$ cat src/rtl/spam_pkg.sv
// ----------------------------------------------------------------------------
// spam_pkg
// shared types, constants and helper functions of the pair associative memory
// ----------------------------------------------------------------------------
package spam_pkg;

    localparam int DIM         = 64;
    localparam int MAX_POP     = 32;
    localparam int COUNT_WIDTH = 8;

    localparam int MODE_W   = 3;
    localparam int POS_W    = 6;
    localparam int STATUS_W = 2;
    localparam int HIT_W    = 7;
    localparam int CFG_W    = 7;
    localparam int SUM_W    = 17;

    localparam int ROWS      = (DIM * (DIM - 1)) / 2;
    localparam int ROW_W     = $clog2(ROWS);
    localparam int ROW_BITS  = DIM * COUNT_WIDTH;
    localparam int KEY_IDX_W = $clog2(MAX_POP);
    localparam int KEY_CNT_W = $clog2(MAX_POP + 1);
    localparam int PTR_W     = $clog2(DIM + 1);
    localparam int DIM_W     = $clog2(DIM);
    localparam int GROUPS    = (DIM + 7) / 8;
    localparam int GRP_W     = 4;
    localparam int PROD_W    = 2 * POS_W + 1;
    localparam int QDEPTH    = 2;
    localparam int QPTR_W    = $clog2(QDEPTH);

    localparam logic [SUM_W-1:0] SUM_MAX       = {SUM_W{1'b1}};
    localparam logic [CFG_W-1:0] TARGET_RESET  = CFG_W'(10);

    localparam logic [MODE_W-1:0] MODE_KEY    = 3'd0;
    localparam logic [MODE_W-1:0] MODE_STORE  = 3'd1;
    localparam logic [MODE_W-1:0] MODE_DELETE = 3'd2;
    localparam logic [MODE_W-1:0] MODE_RECALL = 3'd3;
    localparam logic [MODE_W-1:0] MODE_FETCH  = 3'd4;

    localparam logic [STATUS_W-1:0] ST_OK      = 2'd0;
    localparam logic [STATUS_W-1:0] ST_RANGE   = 2'd1;
    localparam logic [STATUS_W-1:0] ST_KEY_BAD = 2'd2;
    localparam logic [STATUS_W-1:0] ST_NO_HIT  = 2'd3;

    typedef enum logic [2:0] {
        OP_KEY,
        OP_STORE,
        OP_DELETE,
        OP_RECALL,
        OP_FETCH,
        OP_NONE
    } op_t;

    typedef struct packed {
        op_t              op;
        logic [POS_W-1:0] pos;
        logic             last;
        logic             range_err;
    } cmd_t;

    typedef enum logic [3:0] {
        S_CLEAR,
        S_IDLE,
        S_PLOAD,
        S_PROW,
        S_PMEM,
        S_POP,
        S_RSTART,
        S_RANK,
        S_HITS,
        S_HCNT1,
        S_HCNT2,
        S_FETCH,
        S_DONE
    } state_t;

    function automatic logic [GRP_W-1:0] count8(input logic [7:0] v);
        logic [GRP_W-1:0] n;
        n = '0;
        for (int b = 0; b < 8; b++)
        begin
            n = n + GRP_W'(v[b]);
        end
        return n;
    endfunction

    function automatic logic [ROW_W-1:0] row_of(input logic [POS_W-1:0] a,
                                                input logic [POS_W-1:0] b);
        logic [PROD_W-1:0] base;
        logic [PROD_W-1:0] tri_n;
        logic [PROD_W-1:0] r;
        base  = PROD_W'(a) * PROD_W'(DIM);
        tri_n = (PROD_W'(a) * (PROD_W'(a) + PROD_W'(1))) >> 1;
        r     = base - tri_n + PROD_W'(b) - PROD_W'(a) - PROD_W'(1);
        return r[ROW_W-1:0];
    endfunction

endpackage

$ cat src/rtl/spam_queue.sv
// ----------------------------------------------------------------------------
// spam_queue
// short command queue between the front and the back
// ----------------------------------------------------------------------------
module spam_queue
(
    input  logic            clk,
    input  logic            rst_n,
    input  logic            push,
    input  spam_pkg::cmd_t  push_cmd,
    output logic            full,
    output logic            q_valid,
    input  logic            q_ready,
    output spam_pkg::cmd_t  q_cmd
);

    spam_pkg::cmd_t                  entry_reg [spam_pkg::QDEPTH];
    logic [spam_pkg::QPTR_W-1:0]     wr_reg;
    logic [spam_pkg::QPTR_W-1:0]     rd_reg;
    logic [spam_pkg::QPTR_W:0]       cnt_reg;
    logic                            pop;

    assign full    = cnt_reg == (spam_pkg::QPTR_W + 1)'(spam_pkg::QDEPTH);
    assign q_valid = cnt_reg != '0;
    assign q_cmd   = entry_reg[rd_reg];
    assign pop     = q_valid && q_ready;

    always_ff @(posedge clk or negedge rst_n)
    begin
        if (!rst_n)
        begin
            wr_reg  <= '0;
            rd_reg  <= '0;
            cnt_reg <= '0;
        end
        else
        begin
            if (push)
            begin
                wr_reg <= wr_reg + 1'b1;
            end
            if (pop)
            begin
                rd_reg <= rd_reg + 1'b1;
            end
            if (push && !pop)
            begin
                cnt_reg <= cnt_reg + 1'b1;
            end
            else if (pop && !push)
            begin
                cnt_reg <= cnt_reg - 1'b1;
            end
        end
    end

    always_ff @(posedge clk)
    begin
        if (push)
        begin
            entry_reg[wr_reg] <= push_cmd;
        end
    end

endmodule

$ cat config.mk
export PLATFORM = sky130hd
export DESIGN_NAME = spam_queue
export DESIGN_NICKNAME = d
export VERILOG_FILES = /design/src/rtl/spam_pkg.sv /design/src/rtl/spam_queue.sv
export SDC_FILE = /design/constraint.sdc
export NUM_CORES = 1
export LEC_CHECK = 0
export ABC_AREA = 1
export BUFFER_PORTS_ARGS = -buffer_cell sky130_fd_sc_hd__buf_2
export CAP_MARGIN = 15
export CORE_MARGIN = 3
export CORE_UTILIZATION = 30
export CTS_CLUSTER_SIZE = 20
export DETAILED_ROUTE_END_ITERATION = 7
export SLEW_MARGIN = 10
export SYNTH_ARGS = -nofsm -noshare
export SYNTH_HDL_FRONTEND = slang
export SYNTH_SLANG_ARGS = --single-unit
$ cat constraint.sdc
create_clock -name clk -period 1.3 [get_ports clk]
set_input_delay 0.065 -clock clk [delete_from_list [all_inputs] [get_ports clk]]
set_output_delay 0.065 -clock clk [all_outputs]
set_load 0.005 [all_outputs]
# After elaboration in Yosys (flattened, before gate mapping)
# Memory sizes are Yosys's and may differ from the RTL's.
# Index checks and enable logic that the tools add are counted.
totals:
  regBits: 4
  mem_bits_rw: 22
  inputBits: 15
  word_cells: 20
  mem_count: 1
classes:
  addsub: 4
  eq_ne: 1
  n_mux: 4
  n_reduce_logical: 7
mem_list:
  columns: ["name", "depth", "word_bits", "read_ports", "rd_clocked_by_memory_dff", "wr", "line", "rtl"]
  rows:
  - ["entry_reg", 2, 11, 1, 0, 1, "spam_queue.sv:17", "spam_pkg::cmd_t entry_reg [spam_pkg::QDEPTH];"]
op_table:
  columns: ["op", "count"]
  rows:
  - ["2-to-1 mux 2 bit", 2]
  - ["nonzero test 2 bit", 2]
  - ["logical AND 1 bit", 3]
  - ["adder 1 bit, second input constant", 2]
  - ["adder 2 x 1 -> 2 bit, second input constant", 1]
  - ["equality test 2 bit, second input constant", 1]
  - ["zero test 1 bit", 2]
  - ["2-to-1 mux 1 bit", 2]
  - ["subtractor 2 x 1 -> 2 bit, second input constant", 1]

# Logic depth before layout (Yosys ltp)
# Gate-level depths: netlist of the first run.
logic_depth:
  depth_word: 5
  mapped_depth: 9
  depth_no_buf: 9

# Worst setup path before layout of the first run
# OpenSTA, ideal clock, no wires.
synth_timing:
  path_kind: "register to register"
  startpoint: "register wr_reg"
  endpoint: "memory entry_reg[0][0] in the netlist's numbering (enable)"
  setup_ns: 0.378
  arrival_time_ns: 0.897
  required_ns: 0.922
  path_slack_ns: 0.024
  path_stages_with_launch: 2
  n_path_buf: 0
  path_cell_list: "dfrtp_1 -> nor2_1"
synth_rtl:
  columns: ["item", "line", "rtl"]
  rows:
  - ["start: declaration", "spam_queue.sv:18", "logic [spam_pkg::QPTR_W-1:0] wr_reg;"]
  - ["start signal: assignment", "spam_queue.sv:40", "wr_reg <= wr_reg + 1'b1;"]
  - ["end: declaration", "spam_queue.sv:17", null]
# Straight into the memory's write port.

==> impl_metrics.ini, run 1 <==
[synthesis]
synth-seq-area-share = 0.744
synth_simple_gate_area_share = 0.182
synth_mux_area_frac = 0
syn_inst = 85
yosys.area.top_type_share = 0.646
synth_cell_types = 14
post_synth_fa_ha_maj_area_fraction = 0.0122
synth_top_family_by_area = simple AND/OR/NAND/NOR gates
synth_enable_flop_cells = 22
post_synthesis_instance_area_um2 = 1020
compound_cell_area_share_of_the_yosys_netlist = 0
ys_warn_count = 0
synth_ff_type = edfxtp_1
ys_async_sr_fraction = 0.154
synth.net_count = 101
ys_ff_latch = 26
yosys-top-cells-area = edfxtp_1 (65%), nand2_1 (15%), dfrtp_1 (9.8%), inv_1 (2.2%), ha_1 (1.2%)
synth.top_cells.by_count = nand2_1 (40), edfxtp_1 (22), inv_1 (6), dfrtp_1 (4)
synthDominantAreaCellType = edfxtp_1
synth_most_common_cell = nand2_1
syn_area_per_cell_um2 = 12.0
synth_xor_area_frac = 0.0171

[setup_path]
timing.critical_path.to = q_cmd[7]
data_required_time_of_the_worst_path_ps = 1240
timing.reg2reg.worst_path_depth = 8
setup.worst_path.start_class = register
r2r_start = cnt_reg[0]
r2r_setup_slack_ps = 110
worstReg2RegEnd = cnt_reg[1]
crit_path_end_kind = output port
worstSetupPathType = register to output port
worstPathArrival_ps = 1240
timing.critical_path.from = rd_reg
path_max_fanout = 6

[power_and_ir_drop]
power.density_nw_per_um2 = 1840
p_leak_nw = 0.645
finalPower_mw = 2.66
vdd_ir_drop_max_v = 0.000824

[clock_network]
cts.clk_slew.worst_paths_ps = 130
clock_tree_from_tritoncts = built
cts-htree-levels = 1
clkSinkCount = 26
cts_made_buffers = 3
root_buffer = clkbuf_4
clock_insertion_delay_worst_skew_ps = 310
clock_tree.buffer_depth = 2

[global_route]
gr-usage-all-layers = 0.108
grt_util_met3 = 0.0246
gr-total-overflow = 0
grt.met2_usage = 0.188
number_of_global_route_vias_before_repair = 784
grtUsageMet1 = 0.133
pin_count_of_the_biggest_net_entering_global_routing = 15
global_route.peak_usage_layer = met2
global_route_wire_length_before_repair_mm = 3.47
antenna_found_initial = 0

[floorplanning]
num_rows = 20
die_x_um = 64.4
die_area_um2 = 4140
height_of_the_die_um = 64.4
floorplan.initialDensity = 0.324
core_area_um2 = 3150
io_pins = 28

[place]
place.gp.congestion = 0.686
buffer_ports.inserted = 27
hpwl_mm = 1.38
post-place-ws_ps = -4.77

[layout]
final_core_util = 0.458
number_of_nets_in_the_finished_design = 152
area_growth_pct = 41.4
n_antenna_cell = 0
drive_gt1_frac = 0.363
largest_register_ff_count = 22

[drt]
routed_via_density = 4.14
routed-via-count = 741
ant_nets = 0
routed_length_per_placed_instance_um = 11.6
detail_route.iter0.violations = 24
drcViolationCount = 0
detail_route.wirelength_mm = 2.07
drt_pre_antenna_iters = 3

[timing]
maxClockFrequency_ghz = 0.765
worst_slew_pin_slew_ps = 149
grt_setup_unrepaired = yes
worst_hold_slack_ps = 20.7
setup-violations-final = 1
final_critical_path_setup_slack_ps = -6.89
slew_headroom = 0.900
timing.clock.skew_ps = 10.5
drv_slew = 0
min_period_over_period = 1.01
period_minus_slack_ps = 1310
hold_viol = 0

[run_status]
status = finished with violations
violations_in_the_final_reports = negative setup slack

[hold_path]
hold_path.class = primary input to register

[flow_run]
drv_cap = 0
-- power by group --
| part | internal [mW] | leakage, nW | switching, mW | total [mW] |
|---|---|---|---|---|
| sequential | 1.13 | 0.253 | 0.0963 | 1.22 |
| combinational | 0.490 | 0.377 | 0.591 | 1.08 |
| clock | 0.120 | 0.0150 | 0.231 | 0.351 |
-- final cells by class --
cell class              instances  area [µm²]
clock buffers                   4        26.3
multi-input cells              50         236
repair buffers                 47         328
repair inverters                1        7.51
inverters                       7        30.0
well taps                      44        55.1
flip-flops and latches         26         762
fillers                       317        1710
-- repair_timing --
action | CTS | global route
gates cloned | 1 | 0
setup endpoints to repair | 12 | 12
hold buffers | 13 | 0
pin swaps | 0 | 0
resized for setup | 3 | 8
buffers inserted | 2 | 0
endpoints found under the hold margin | 27 | 0
-- worst min path at each step --
stage          startpoint         end  slack (ps)  depth (start not counted)
2_1_floorplan       rst_n  cnt_reg[0]        -230                          0
3_3_place_gp        rst_n  cnt_reg[0]        -130                          1
3_5_place_dp        rst_n  cnt_reg[0]        -120                          1
4_1_cts           q_ready      rd_reg           7                          3
5_1_grt           q_ready      rd_reg          20                          3
6_report          q_ready      rd_reg          20                          3
-- metal layers --
metal	wire length (µm)	vias up
met5	0	-
met4	10	0
met3	95	2
met2	1030	20
met1	942	343
li1	-	376
-- stage by stage --
step | instances | area (µm²) | setup TNS, ps
6_report | 179 | 1450 | -6.89
5_1_grt | 179 | 1450 | -713
2_1_floorplan | 85 | 1020 | 0
4_1_cts | 179 | 1420 | 0
3_3_place_gp | 159 | 1230 | 0
3_5_place_dp | 159 | 1230 | -4.77
-- cells by family (layout without fill, tap and decap cells) --
logic type	count (synthesis)	after routing
xor gates and xnor gates	2	2
adders and majority gates	1	1
buffers and inverters	9	59
DFF	26	26
and+or+nand+nor	47	47
-- worst max-delay path, stage by stage, from the launching register on --
cell,delay (ps)
dfrtp_2,460
clkinvlp_4,190
nand2_1,100
nand2_1,60
buf_2,120
-- placed cells by master (no fill, tap or decap), drive strengths merged --
cell,instances
ha,1
dfrtp,4
clkbuf,4
clkinvlp,2
dlygate4sd3,13
edfxtp,22
xor2,1
buf,34
nand2,42
nor2,2
xnor2,1
nand4,1
nand3,2
inv,6
Power figures use the tool's default switching activity.
==> run 2, diff against run 1 <==
RECOVER_POWER = 50   (was unset)
==> run 2 against run 1 <==
The run still ends with negative setup slack left. Clock power hardly changed. Count of clock-buffer cells in the layout unchanged. Non-clock buffer count unchanged. Via count did not move. Power fell by 0.17%. Sequential power barely moved. Combinational power about the same. Sequential share of layout area increased by 0.32 points. Critical path depth unchanged. Hold slack hardly changed. Fmax increased by 0.21%. Largest cell class unchanged.
==> impl_metrics.ini, run 2 (synthesis gave the netlist of run 1 again) <==
[layout]
design_area_um2 = 1440
drive_gt1_frac = 0.311
final_core_util = 0.456
area_growth_pct = 40.5
number_of_nets_in_the_finished_design = 152
largest_register_ff_count = 22
n_antenna_cell = 0
fillCellCount = 322
layout.cells.most_common_list = nand2_1 (37), edfxtp_1 (22), buf_2 (19), dlygate4sd3_1 (13), clkbuf_1 (8)
final_common_cell = nand2_1

[setup_path]
path_max_fanout = 6
worstSetupPathType = register to output port
data_required_time_of_the_worst_path_ps = 1240
timing.reg2reg.worst_path_depth = 8
cpMostUsedCell = nand2_1
r2r_setup_slack_ps = 110
path_delay_family = flip-flops
timing.critical_path.to = q_cmd[7]
crit_path_end_kind = output port
critical_path_depth = 4
setup.worst_path.start_class = register
worst_path_max_delay_cell = dfrtp_2
crit_path_max_incr_delay_ps = 460
timing.critical_path.from = rd_reg
worstReg2RegEnd = cnt_reg[1]
crit_path_cell_trace = clkinvlp_4, nand2_1, nand2_1, buf_2
worstPathBufferInverterCount = 2
r2r_start = cnt_reg[0]
worstPathArrival_ps = 1240

[drt]
detail_route.iter0.violations = 18
detail_route.wirelength_mm = 2.06
drcViolationCount = 0
routed-via-count = 741
routed_via_density = 4.14
routed_length_per_placed_instance_um = 11.5
drt_pre_antenna_iters = 3
ant_nets = 0

[global_route]
grt_util_met3 = 0.0246
number_of_global_route_vias_before_repair = 784
gr-total-overflow = 0
pin_count_of_the_biggest_net_entering_global_routing = 15
global_route_wire_length_before_repair_mm = 3.47
gr-usage-all-layers = 0.108
grtUsageMet1 = 0.133
grt.met2_usage = 0.188
global_route.peak_usage_layer = met2
antenna_found_initial = 0

[timing]
timing.clock.skew_ps = 9.46
period_minus_slack_ps = 1300
grt_setup_unrepaired = yes
hold_viol = 0
maxClockFrequency_ghz = 0.767
slew_headroom = 0.835
final_critical_path_setup_slack_ps = -4.19
drv_slew = 0
timing.setup.tns_ps = -4.19
min_period_over_period = 1.00
setup-violations-final = 1
worst_slew_pin_slew_ps = 248
worst_hold_slack_ps = 20.5

[clock_network]
clock_tree.buffer_depth = 2
cts-htree-levels = 1
cts_made_buffers = 3
clock_insertion_delay_worst_skew_ps = 310
clkSinkCount = 26
root_buffer = clkbuf_4
cts.clk_slew.worst_paths_ps = 130
clock_tree_from_tritoncts = built

[power_and_ir_drop]
vdd_ir_drop_max_v = 0.000823
p_leak_nw = 0.625
power.density_nw_per_um2 = 1850

[flow_run]
drv_cap = 0

[hold_path]
hold_path.class = primary input to register
worstHoldPathCells = 3

[floorplanning]
io_pins = 28
core_area_um2 = 3150
floorplan.initialDensity = 0.324
die_area_um2 = 4140
num_rows = 20
die_x_um = 64.4
height_of_the_die_um = 64.4

[place]
buffer_ports.inserted = 27
placedInstanceArea_um2 = 1230
place.gp.congestion = 0.686
post-place-ws_ps = -4.77
hpwl_mm = 1.38

[run_status]
status = finished with violations
violations_in_the_final_reports = negative setup slack
==> run 2: power by group <==
group	switching [mW]	internal, mW	total (mW)
sequential	0.0963	1.13	1.22
clock	0.230	0.120	0.350
combinational	0.591	0.487	1.08
total	0.917	1.73	2.65
==> run 2: worst min path at each step <==
| stage | endpoint | from | slack [ps] |
|---|---|---|---|
| 2_1_floorplan | cnt_reg[0] | rst_n | -230 |
| 3_3_place_gp | cnt_reg[0] | rst_n | -130 |
| 3_5_place_dp | cnt_reg[0] | rst_n | -120 |
| 4_1_cts | rd_reg | q_ready | 7 |
| 5_1_grt | rd_reg | q_ready | 20 |
| 6_report | rd_reg | q_ready | 20 |
==> run 2: layout make-up <==
class | count | area (µm²) | area share
clock buffers | 4 | 26.3 | 0.0183
flip-flops and latches | 26 | 762 | 0.530
repair inverters | 1 | 7.51 | 0.00523
multi-input cells | 50 | 236 | 0.165
inverters | 7 | 30.0 | 0.0209
well taps | 44 | 55.1 | 0.0383
repair buffers | 47 | 319 | 0.222
==> run 2: worst register-to-register path: cells and delay by family, from the launching register on <==
| family | cells | cell delay, ps |
|---|---|---|
| DFF | 1 | 410 |
| and+or+nand+nor | 5 | 340 |
| adders and majority gates | 1 | 200 |
| buffers and inverters | 2 | 130 |
==> run 2: repair_timing <==
item | 4_1_cts | 5_1_grt
hold buffers | 13 | 0
cloned | 1 | 0
buffers inserted | 2 | 0
endpoints found under the setup margin | 12 | 12
gates resized for setup | 3 | 8
hold endpoints to repair | 27 | 0
==> run 2: metal layers <==
layer,part of all wire,vias to the layer above
met1,0.45,344
met3,0.045,2
met5,0,-
li1,-,375
met4,0.0048,0
met2,0.50,20
==> run 2: per-stage QoR <==
stage               total power [mW]  std cells
floorplan                       1.75         85
global placement                2.10        159
detailed placement              2.14        159
CTS                             2.59        179
global route                    2.85        179
finish                          2.65        179
